`src/rtl/core/hmfc_pkg.sv`:
```
// hmfc_pkg: shared types, codes and constants for the heater mode and fault controller
// used by every module under rtl/core; no dependencies of its own
`default_nettype none

package hmfc_pkg;

  localparam int unsigned TimeWidth = 16;
  localparam logic [TimeWidth-1:0] TimeMax = '1;
  localparam logic [TimeWidth-1:0] LimitReset = 16'd60;

  typedef enum logic [1:0] {
    MODE_POWER_ON = 2'd0,
    MODE_READY    = 2'd1,
    MODE_RUN      = 2'd2,
    MODE_ALARM    = 2'd3
  } mode_t;

  localparam logic [1:0] KeyNone  = 2'd0;
  localparam logic [1:0] KeyShort = 2'd1;
  localparam logic [1:0] KeyLong  = 2'd2;

  localparam logic [1:0] Level40 = 2'd0;
  localparam logic [1:0] Level50 = 2'd1;
  localparam logic [1:0] Level60 = 2'd2;

  localparam logic [2:0] ErrNone       = 3'd0;
  localparam logic [2:0] ErrShort      = 3'd1;
  localparam logic [2:0] ErrNoLoad     = 3'd2;
  localparam logic [2:0] ErrTriacShort = 3'd3;
  localparam logic [2:0] ErrNoZero     = 3'd4;

  // lamp vector: bit 0 yellow, bit 1 orange, bit 2 red
  localparam logic [2:0] LampOff    = 3'b000;
  localparam logic [2:0] LampYellow = 3'b001;
  localparam logic [2:0] LampOrange = 3'b010;
  localparam logic [2:0] LampRed    = 3'b100;
  localparam logic [2:0] LampAll    = 3'b111;

  typedef struct packed {
    logic       fault_short;
    logic       fault_no_load;
    logic       fault_triac_short;
    logic       fault_no_zero_cross;
    logic [1:0] key_event;
    logic       one_second_flag;
    logic       half_second_tick;
    logic       time_tick;
  } event_t;

  typedef struct packed {
    mode_t      mode;
    logic [1:0] heat_level;
    logic [2:0] error_code;
    logic [2:0] lamps;
    logic       heater_enable;
    logic       fuse_blow;
  } result_t;

endpackage

`default_nettype wire

```
`src/rtl/core/hmfc_in_stage.sv`:
```
// hmfc_in_stage: input register for one control event word
// depends on hmfc_pkg for the event type
`default_nettype none

module hmfc_in_stage (
  input  wire logic            clk,
  input  wire logic            rst,
  input  wire logic            load,
  input  wire logic            advance,
  input  wire hmfc_pkg::event_t ev_in,
  output logic                 full,
  output hmfc_pkg::event_t     ev
);

  always_ff @(posedge clk) begin
    if (rst) begin
      full <= 1'b0;
    end else if (load) begin
      full <= 1'b1;
    end else if (advance) begin
      full <= 1'b0;
    end
  end

  always_ff @(posedge clk) begin
    if (load) begin
      ev <= ev_in;
    end
  end

endmodule

`default_nettype wire

```
`src/rtl/core/hmfc_update.sv`:
```
// hmfc_update: controller state, run time limit register and the per-word update logic
// depends on hmfc_pkg for mode, codes and the event and result types
`default_nettype none

module hmfc_update (
  input  wire logic                           clk,
  input  wire logic                           rst,
  input  wire logic                           cfg_wr_en,
  input  wire logic [hmfc_pkg::TimeWidth-1:0] cfg_wr_data,
  input  wire logic                           advance,
  input  wire hmfc_pkg::event_t               ev,
  output hmfc_pkg::result_t                   result_next
);

  hmfc_pkg::mode_t                 mode;
  hmfc_pkg::mode_t                 mode_next;
  hmfc_pkg::mode_t                 mode_chk;
  logic [1:0]                      level;
  logic [1:0]                      level_next;
  logic [2:0]                      error;
  logic [2:0]                      error_next;
  logic [2:0]                      lamps;
  logic [2:0]                      lamps_next;
  logic [hmfc_pkg::TimeWidth-1:0]  elapsed;
  logic [hmfc_pkg::TimeWidth-1:0]  elapsed_next;
  logic [hmfc_pkg::TimeWidth-1:0]  elapsed_tick;
  logic [hmfc_pkg::TimeWidth-1:0]  elapsed_key;
  logic [hmfc_pkg::TimeWidth-1:0]  limit;
  logic                            fuse;

  always_ff @(posedge clk) begin
    if (rst) begin
      limit <= hmfc_pkg::LimitReset;
    end else if (cfg_wr_en) begin
      limit <= cfg_wr_data;
    end
  end

  always_ff @(posedge clk) begin
    if (rst) begin
      mode    <= hmfc_pkg::MODE_POWER_ON;
      level   <= hmfc_pkg::Level40;
      error   <= hmfc_pkg::ErrNone;
      lamps   <= hmfc_pkg::LampOff;
      elapsed <= '0;
    end else if (advance) begin
      mode    <= mode_next;
      level   <= level_next;
      error   <= error_next;
      lamps   <= lamps_next;
      elapsed <= elapsed_next;
    end
  end

  // saturating tick, then fault latch in priority order
  always_comb begin
    elapsed_tick = elapsed;
    if (ev.time_tick && (elapsed != hmfc_pkg::TimeMax)) begin
      elapsed_tick = elapsed + 1'b1;
    end
    mode_chk   = mode;
    error_next = error;
    if (mode != hmfc_pkg::MODE_ALARM) begin
      if (ev.fault_short) begin
        mode_chk   = hmfc_pkg::MODE_ALARM;
        error_next = hmfc_pkg::ErrShort;
      end else if (ev.fault_no_load) begin
        mode_chk   = hmfc_pkg::MODE_ALARM;
        error_next = hmfc_pkg::ErrNoLoad;
      end else if (ev.fault_triac_short) begin
        mode_chk   = hmfc_pkg::MODE_ALARM;
        error_next = hmfc_pkg::ErrTriacShort;
      end else if (ev.fault_no_zero_cross) begin
        mode_chk   = hmfc_pkg::MODE_ALARM;
        error_next = hmfc_pkg::ErrNoZero;
      end
    end
  end

  // next mode, level and elapsed time
  always_comb begin
    mode_next    = mode_chk;
    level_next   = level;
    elapsed_key  = elapsed_tick;
    elapsed_next = elapsed_tick;
    unique case (mode_chk)
      hmfc_pkg::MODE_POWER_ON: begin
        if (ev.one_second_flag) begin
          mode_next = hmfc_pkg::MODE_READY;
        end
      end
      hmfc_pkg::MODE_READY: begin
        if (ev.key_event == hmfc_pkg::KeyShort) begin
          level_next   = hmfc_pkg::Level40;
          mode_next    = hmfc_pkg::MODE_RUN;
          elapsed_next = '0;
        end
      end
      hmfc_pkg::MODE_RUN: begin
        if (ev.key_event == hmfc_pkg::KeyShort) begin
          level_next  = (level == hmfc_pkg::Level40) ? hmfc_pkg::Level50 :
                        (level == hmfc_pkg::Level50) ? hmfc_pkg::Level60 :
                                                       hmfc_pkg::Level40;
          elapsed_key = '0;
        end
        elapsed_next = elapsed_key;
        if (elapsed_key >= limit) begin
          elapsed_next = '0;
          mode_next    = hmfc_pkg::MODE_READY;
        end
        if (ev.key_event == hmfc_pkg::KeyLong) begin
          mode_next = hmfc_pkg::MODE_READY;
        end
      end
      hmfc_pkg::MODE_ALARM: begin
        mode_next = hmfc_pkg::MODE_ALARM;
      end
      default: begin
        mode_next = mode_chk;
      end
    endcase
  end

  // lamps and fuse pulse
  always_comb begin
    lamps_next = lamps;
    fuse       = 1'b0;
    unique case (mode_chk)
      hmfc_pkg::MODE_POWER_ON: begin
        lamps_next = ev.one_second_flag ? hmfc_pkg::LampOff : hmfc_pkg::LampAll;
      end
      hmfc_pkg::MODE_READY: begin
        lamps_next = hmfc_pkg::LampOff;
      end
      hmfc_pkg::MODE_RUN: begin
        case (level)
          hmfc_pkg::Level40: lamps_next = hmfc_pkg::LampYellow;
          hmfc_pkg::Level50: lamps_next = hmfc_pkg::LampOrange;
          hmfc_pkg::Level60: lamps_next = hmfc_pkg::LampRed;
          default:           lamps_next = lamps;
        endcase
      end
      hmfc_pkg::MODE_ALARM: begin
        if (ev.half_second_tick) begin
          case (error_next)
            hmfc_pkg::ErrShort:  lamps_next = lamps ^ hmfc_pkg::LampRed;
            hmfc_pkg::ErrNoLoad: lamps_next = lamps ^ hmfc_pkg::LampOrange;
            hmfc_pkg::ErrTriacShort: begin
              lamps_next = lamps ^ (hmfc_pkg::LampRed | hmfc_pkg::LampOrange);
              fuse       = 1'b1;
            end
            hmfc_pkg::ErrNoZero: lamps_next = lamps ^ hmfc_pkg::LampAll;
            default:             lamps_next = lamps;
          endcase
        end
      end
      default: begin
        lamps_next = lamps;
      end
    endcase
  end

  always_comb begin
    result_next.mode          = mode_next;
    result_next.heat_level    = level_next;
    result_next.error_code    = error_next;
    result_next.lamps         = lamps_next;
    result_next.heater_enable = (mode_next == hmfc_pkg::MODE_RUN);
    result_next.fuse_blow     = fuse;
  end

endmodule

`default_nettype wire

```
`src/rtl/core/hmfc_out_stage.sv`:
```
// hmfc_out_stage: result register holding one result word until it is taken
// depends on hmfc_pkg for the result type
`default_nettype none

module hmfc_out_stage (
  input  wire logic              clk,
  input  wire logic              rst,
  input  wire logic              advance,
  input  wire logic              out_stall,
  input  wire hmfc_pkg::result_t result_next,
  output logic                   full,
  output hmfc_pkg::result_t      result
);

  always_ff @(posedge clk) begin
    if (rst) begin
      full <= 1'b0;
    end else if (advance) begin
      full <= 1'b1;
    end else if (!out_stall) begin
      full <= 1'b0;
    end
  end

  always_ff @(posedge clk) begin
    if (advance) begin
      result <= result_next;
    end
  end

endmodule

`default_nettype wire

```
`src/rtl/core/heater_mode_and_fault_controller_top.sv`:
```
// heater_mode_and_fault_controller_top: heater mode and fault controller, top level
// instantiates hmfc_in_stage, hmfc_update and hmfc_out_stage; uses hmfc_pkg
// a word accepted into the input register passes through hmfc_update into the result register
// throughput: one word per cycle, limited only by stall on the result side
// the input register and result register each hold one word
// reset (rst, synchronous): power-on mode, level 0, no error, lamps off,
// elapsed time 0, run time limit 60
`default_nettype none

module heater_mode_and_fault_controller_top (
  input  wire logic        clk,
  input  wire logic        rst,
  input  wire logic        cfg_wr_en,
  input  wire logic [15:0] cfg_wr_data,
  input  wire logic        in_valid,
  output logic             in_stall,
  input  wire logic        fault_short,
  input  wire logic        fault_no_load,
  input  wire logic        fault_triac_short,
  input  wire logic        fault_no_zero_cross,
  input  wire logic [1:0]  key_event,
  input  wire logic        one_second_flag,
  input  wire logic        half_second_tick,
  input  wire logic        time_tick,
  output logic             out_valid,
  input  wire logic        out_stall,
  output logic [1:0]       mode,
  output logic [1:0]       heat_level,
  output logic [2:0]       error_code,
  output logic             led_yellow,
  output logic             led_orange,
  output logic             led_red,
  output logic             heater_enable,
  output logic             fuse_blow
);

  hmfc_pkg::event_t  ev_in;
  hmfc_pkg::event_t  ev;
  hmfc_pkg::result_t result_next;
  hmfc_pkg::result_t result;
  logic              in_full;
  logic              load;
  logic              advance;

  assign ev_in.fault_short         = fault_short;
  assign ev_in.fault_no_load       = fault_no_load;
  assign ev_in.fault_triac_short   = fault_triac_short;
  assign ev_in.fault_no_zero_cross = fault_no_zero_cross;
  assign ev_in.key_event           = key_event;
  assign ev_in.one_second_flag     = one_second_flag;
  assign ev_in.half_second_tick    = half_second_tick;
  assign ev_in.time_tick           = time_tick;

  // the held word moves on whenever the result register is free or being emptied
  assign advance  = in_full && (!out_valid || !out_stall);
  assign in_stall = in_full && !advance;
  assign load     = in_valid && !in_stall;

  hmfc_in_stage u_in_stage (
    .clk     (clk),
    .rst     (rst),
    .load    (load),
    .advance (advance),
    .ev_in   (ev_in),
    .full    (in_full),
    .ev      (ev)
  );

  hmfc_update u_update (
    .clk         (clk),
    .rst         (rst),
    .cfg_wr_en   (cfg_wr_en),
    .cfg_wr_data (cfg_wr_data),
    .advance     (advance),
    .ev          (ev),
    .result_next (result_next)
  );

  hmfc_out_stage u_out_stage (
    .clk         (clk),
    .rst         (rst),
    .advance     (advance),
    .out_stall   (out_stall),
    .result_next (result_next),
    .full        (out_valid),
    .result      (result)
  );

  assign mode          = result.mode;
  assign heat_level    = result.heat_level;
  assign error_code    = result.error_code;
  assign led_yellow    = result.lamps[0];
  assign led_orange    = result.lamps[1];
  assign led_red       = result.lamps[2];
  assign heater_enable = result.heater_enable;
  assign fuse_blow     = result.fuse_blow;

endmodule

`default_nettype wire
```
`config.mk`:
```
export PLATFORM = sky130hd
export DESIGN_NAME = heater_mode_and_fault_controller_top
export DESIGN_NICKNAME = d
export VERILOG_FILES = /design/src/rtl/core/hmfc_pkg.sv /design/src/rtl/core/hmfc_in_stage.sv /design/src/rtl/core/hmfc_update.sv /design/src/rtl/core/hmfc_out_stage.sv /design/src/rtl/core/heater_mode_and_fault_controller_top.sv
export SDC_FILE = /design/constraint.sdc
export NUM_CORES = 1
export LEC_CHECK = 0
export BUFFER_PORTS_ARGS = -buffer_cell sky130_fd_sc_hd__clkbuf_2
export CORE_ASPECT_RATIO = 1.1
export CORE_UTILIZATION = 40
export DETAILED_ROUTE_END_ITERATION = 10
export GPL_ROUTABILITY_DRIVEN = 0
export GPL_TIMING_DRIVEN = 0
export PLACE_DENSITY = 0.66
export SYNTH_ARGS = -nofsm -noshare
export SYNTH_HDL_FRONTEND = slang
export SYNTH_SLANG_ARGS = --single-unit
```
`constraint.sdc`:
```
create_clock -name clk -period 3.69 [get_ports clk]
set_clock_uncertainty 0.15 [all_clocks]
set_input_delay 0.1845 -clock clk [delete_from_list [all_inputs] [get_ports clk]]
set_output_delay 0.1845 -clock clk [all_outputs]
set_load 0.02 [all_outputs]
```
**Word level (Yosys, flattened, before mapping)**

Index checks and enable logic that the tools add are counted.

- Register bits: 65
- Bits of input ports: 30
- Output and inout bits: 14

- Add/sub/neg operators: 1
- Order comparisons: 1
- Equality and inequality tests: 15
- Muxes and demuxes: 35
- Bitwise gates (word level): 4
- Reductions and logical operators: 13

Operators with widths:

| operator | number |
|---|---|
| 2-to-1 mux 16 bit | 4 |
| one-hot mux 16 bit (2 select lines) | 1 |
| 2-to-1 mux 2 bit | 13 |
| one-hot mux 3 bit (4 select lines) | 2 |
| 2-to-1 mux 3 bit | 7 |
| adder 16 x 1 -> 16 bit, second input constant | 1 |
| greater-or-equal comparator 16 bit | 1 |
| != test 16 bit, second input constant | 1 |
| equality test 2 bit, second input constant | 5 |
| one-hot mux 3 bit (3 select lines) | 1 |
| one-hot mux 2 bit (4 select lines) | 1 |
| equality test 2 x 1 -> 1 bit, second input constant | 3 |
| equality test 3 x 2 -> 1 bit, second input constant | 2 |
| 2-to-1 mux 1 bit | 5 |
| logical AND 1 bit | 4 |
| logical NOT 1 bit | 4 |
| logical NOT 2 bit | 2 |
| one-hot mux 2 bit (2 select lines) | 1 |
| equality test 3 x 1 -> 1 bit, second input constant | 1 |
| equality test 3 bit, second input constant | 1 |
| NOT 3 bit | 1 |
| != test 2 x 1 -> 1 bit, second input constant | 1 |
| != test 2 bit, second input constant | 1 |
| NOT 1 bit | 2 |
| 4 further kinds | 4 |

**Logic depth before layout (Yosys ltp)**

- Word-level depth: 12
- Gate-level depth with buffers: 17
- Mapped depth without buffers: 15

**Modules after synthesis**

Synthesis repeated with hierarchy kept, for this count alone.

- Cells, all modules: 412
- Area, all modules: 3652.3 µm²

Modules (own cells, without submodules):

| module | instances | cells an instance | area an instance (µm²) | seq. area each (µm²) |
|---|---|---|---|---|
| hmfc_update | 1 | 381 | 2926.6 | 840.8 |
| hmfc_out_stage | 1 | 15 | 389.1 | 380.4 |
| hmfc_in_stage | 1 | 13 | 309.0 | 290.3 |
| heater_mode_and_fault_controller_top | 1 | 3 | 27.5 | 0.0 |

**Worst setup path before layout**

No wires, ideal clock.

- Path kind: reg2reg
- Start: register u_update.elapsed[11] (netlist bit)
- End: register u_update.elapsed[12] (netlist bit)
- Arrival: 3.125 ns
- Required time: 3.448 ns
- Setup slack: 0.322 ns
- Cell stages (with the launch flop): 18
- Path buffers: 2
- Period minus slack after synthesis: 3.368 ns
- Path through: dfxtp_1 buf_2 and3_1 nand3_2 nor4_2 nor2_1 nand4_1 xnor2_1 nor2_1 ha_1 a21o_1 a221o_1 a21oi_1 o21ai_2 o21bai_4 buf_6 a21oi_1 o32ai_1

- Longest elaborated chain between the ends: 8

RTL lines:

| element | line | RTL |
|---|---|---|
| start: declaration | hmfc_update.sv:24 | `logic [hmfc_pkg::TimeWidth-1:0] elapsed;` |
| start signal: assignment | hmfc_update.sv:51 | `elapsed <= elapsed_next;` |
| branches (longest 2 deep; another with adder 16 x 1 -> 16 bit) | -- |  |
| 2-to-1 mux 16 bit * | hmfc_update.sv:58 | `if (ev.time_tick && (elapsed != hmfc_pkg::TimeMax)) begin` |
| 2-to-1 mux 16 bit | hmfc_update.sv:93, hmfc_update.sv:100 |  |
| 2-to-1 mux 16 bit | hmfc_update.sv:86 | `unique case (mode_chk)` |
| greater-or-equal comparator 16 bit | hmfc_update.sv:107 | `if (elapsed_key >= limit) begin` |
| 2-to-1 mux 16 bit | hmfc_update.sv:107 |  |
| one-hot mux 16 bit (2 select lines) * | hmfc_update.sv:86 |  |

Mark *: on every way between the ends. The select of a mux whose other input is x is not followed.
A chain may end at the register's enable or synchronous reset.

**Worst setup path after layout**

- Start: register u_update.elapsed[12] (netlist bit)
- End: register u_update.elapsed[12] (netlist bit)

Same word-level chain as after synthesis.

==> results.py <==
metrics = {
    "logic_synthesis": {
        "synth_xor_area_share_pct": 4.22,
        "synth_enable_flop_cells": 21,
        "muxShareOfSynthArea_pct": 3.49,
        "synth_top_family_by_area": "simple AND/OR/NAND/NOR gates",
        "async_flop_share_pct": 0,
        "synth_cell_type_count": 68,
        "synth_seq_area_share_pct": 40.5,
        "ys_warn_count": 0,
        "synth-simple-area-share_pct": 21.3,
        "ys.flop_type": "dfxtp_1",
        "syn_area_um2": 3730,
        "synth_seq_cells": 65,
        "syn-num-nets": 466,
        "synth_compound_area_share_pct": 18.1,
        "synth.avg_cell_area_um2": 9.00,
        "syn_inst": 415,
        "synthAdderAreaFrac_pct": 7.04,
    },
    "cells_and_area": {
        "multi_input_area_um2": 2160,
        "drive_gt1_share_pct": 25.1,
        "n_antenna_cell": 0,
        "area_delta_synth_final_pct": 29.9,
        "nets": 563,
        "regArea_um2": 1530,
        "fillers": 782,
        "layout.cells.non_filler": 631,
    },
    "setup_path": {
        "cp.required_ps": 3830,
        "rr_worst_depth": 16,
        "worst_setup_path_end_kind": "flip-flop",
        "r2r-start": "u_update.elapsed[12]",
        "timing_worst_setup_path_type": "reg2reg",
        "r2r-end": "u_update.elapsed[12]",
        "cp-start-kind": "flip-flop",
        "worstPathArrival_ps": 3800,
        "worstPathMaxFanout": 6,
        "rrSetupSlack_ps": 20,
    },
    "cts": {
        "worstSkewPairLatency_ps": 370,
        "cts_tree": "done",
        "cts.sinks": 65,
        "clk_pin_slew_worst_paths_ps": 80,
        "cts_root_buffer": "clkbuf_8",
        "cts_buffers": 9,
        "htreeDepth": 3,
        "cts.path.max_buffers": 2,
    },
    "min_path": {
        "hold_path_end": "u_update.elapsed[15]",
        "min_path_cells": 3,
        "hold_path.class": "in2reg",
        "hp-start": "rst",
    },
    "routing": {
        "drt-total-wl_um": 9250,
        "vias_per_cell": 5.28,
        "num_vias": 3332,
        "first_iter_violations": 157,
        "route.detailed.drc": 0,
        "wl_per_cell_um": 14.7,
        "ant_nets": 0,
        "drt-pass1-iter-count": 7,
    },
    "sta": {
        "hold_viol_final": 0,
        "setup_viol": 0,
        "relSlewSlack_pct": 29.0,
        "rsz0062_at_grt": "yes",
        "max_freq_ghz": 0.273,
        "post-route-period-util_pct": 99.4,
        "period_minus_slack_ps": 3670,
        "slew_viol_final": 0,
        "fin_ws_ps": 21.3,
        "worst_pin_slew_ps": 1070,
    },
    "power_and_ir_drop": {
        "powerDensity_nw_per_um2": 336,
        "max-vdd-ir-drop_mv": 0.217,
        "power_uw": 1630,
        "leakage_uw": 0.00195,
    },
    "outcome": {
        "status": "finished, final reports clean",
    },
    "floorplanning": {
        "die_h_um": 103,
        "ios": 44,
        "num_rows": 36,
        "initial_utilization_pct": 41.7,
        "die_x_um": 94.1,
        "core_um2": 8960,
        "die_area_um2": 9720,
    },
    "placement": {
        "place_ws_ps": -170,
        "port_buffers": 42,
        "hpwl_um": 6110,
        "post-place-cells": 571,
    },
    "global_route": {
        "grt_max_degree": 22,
        "grt_use_total_pct": 20.1,
        "grt.overflow.total": 0,
        "grt_pass1_vias": 3141,
        "grt_pass1_wl_um": 14900,
        "antenna_found_initial": 0,
    },
    "flow_run": {
        "drv_cap": 0,
    },
}
==> repair_timing <==
action | CTS | global route
setup buffers | 6 | 10
gates resized for setup | 16 | 23
pin swaps | 12 | 20
endpoints found under the hold margin | 27 | 0
hold buffers | 27 | 0
cloned | 1 | 0
setup endpoints to repair | 19 | 21
==> cell families after synthesis <==
kind of cell    after synthesis
compound gates               95
xor+xnor                     18
fa+ha+maj                    21
buf+inv                      46
flops                        65
mux                          13
simple gates                157
==> where the power goes <==
part	leakage [uW]	internal, uW	switching [uW]	total [uW]
combinational	0.00129	91.7	120	212
clock	0.0000985	331	299	630
sequential	0.000562	769	18.7	788
total	0.00195	1190	438	1630
==> cell usage after synthesis, types with 3 or more instances <==
| library cell | n | area (um^2) |
|---|---|---|
| nand4_1 | 8 | 50.1 |
| and3_1 | 4 | 25.0 |
| nor3_1 | 8 | 40.0 |
| o21ai_1 | 7 | 35.0 |
| or3_1 | 7 | 43.8 |
| clkbuf_1 | 10 | 37.5 |
| dfxtp_1 | 44 | 881 |
| xor2_1 | 7 | 61.3 |
| nor2b_1 | 6 | 37.5 |
| inv_1 | 28 | 105 |
| o32ai_1 | 6 | 52.6 |
| mux2i_1 | 13 | 130 |
| a21oi_1 | 26 | 130 |
| nor2_1 | 46 | 173 |
| o21ai_0 | 12 | 60.1 |
| nand2b_1 | 3 | 18.8 |
| nand3_1 | 9 | 45.0 |
| ha_1 | 21 | 263 |
| and2_1 | 3 | 18.8 |
| edfxtp_1 | 21 | 631 |
| xnor2_1 | 11 | 96.3 |
| o211ai_1 | 4 | 30.0 |
| nand2_1 | 43 | 161 |
| a211oi_1 | 4 | 30.0 |
| a21o_1 | 5 | 37.5 |
| a31oi_1 | 4 | 25.0 |
==> metrics by stage <==
stage	hold WS (ps)	util, %	cell area [um^2]	setup TNS [ps]
2_1_floorplan	133	-	3730	0
3_3_place_gp	213	45.6	4090	-813
3_5_place_dp	213	45.6	4090	-1940
4_1_cts	43.9	52.5	4710	0
5_1_grt	63.3	54.1	4850	-2070
6_report	53.6	54.1	4850	0
==> cell usage in the layout (no fill, tap or decap), drive strengths merged, types with 3 or more instances in the layout <==
cell and n:
dlygate4sd3 27, clkinv 4, nand2 46, mux2i 13, nand2b 3, a211oi 4, nor3 10, dfxtp 44
o21bai 3, clkbuf 65, nand4 8, nor2 48, buf 20, o32ai 8, a21o 5, xnor2 11
ha 21, o21ai 21, a31oi 4, nand3 11, or3 7, and4 3, nor2b 6, and2 3
xor2 7, edfxtp 21, and3 4, a21oi 27, o211ai 4, inv 29
==> worst max-delay path by stage <==
stage                                    start               endpoint  slack [ps]
final                     u_update.elapsed[12]   u_update.elapsed[12]          20
after global routing      u_update.elapsed[12]  u_out_stage.result[1]        -150
after CTS                 u_update.elapsed[11]  u_out_stage.result[1]          10
after detailed placement  u_update.elapsed[11]    u_update.elapsed[2]        -170
after global placement    u_update.elapsed[11]    u_update.elapsed[2]        -120
after floorplan           u_update.elapsed[11]   u_update.elapsed[12]         320
==> area by class of cell <==
cell class	count	area share, %
clock inverters	6	1.39
plain buffers	16	1.99
repair buffers	86	12.5
inverters	30	2.32
well taps	114	2.94
clock buffers	10	2.84
multi-input cells	304	44.5
flip-flops and latches	65	31.5
==> metal layers <==
layer	track usage, %	up-vias	share of wire (%)
met5	0	-	0
met4	9.82	0	2.8
met3	3.80	20	3.7
met2	33.1	89	48
met1	25.5	1546	45
li1	-	1677	-
==> sequential cells by signal (all words and copies together) (netlist names) <==
| register | cells |
|---|---|
| u_update.elapsed | 16 |
| u_update.limit | 16 |
| u_out_stage.result | 12 |
| u_in_stage.ev | 9 |
| u_update.error | 3 |
| u_update.lamps | 3 |
| u_update.level | 2 |
| u_update.mode | 2 |
| u_in_stage.full | 1 |
| u_out_stage.full | 1 |
==> critical path: stages (launching register included) <==
cell      delay [ps]
dfxtp_1          400
and3_4           230
nand3_4          130
nor4_4           400
nor2_4            90
nand2_2           90
or2_1            140
a21oi_2           60
ha_1             350
a211oi_2         190
o21ai_1          120
a211oi_2         340
o21ai_4          140
o21bai_4         260
buf_6            170
a21oi_2           60
o32ai_2          250
No activity file was read; power rests on OpenSTA's default activity.
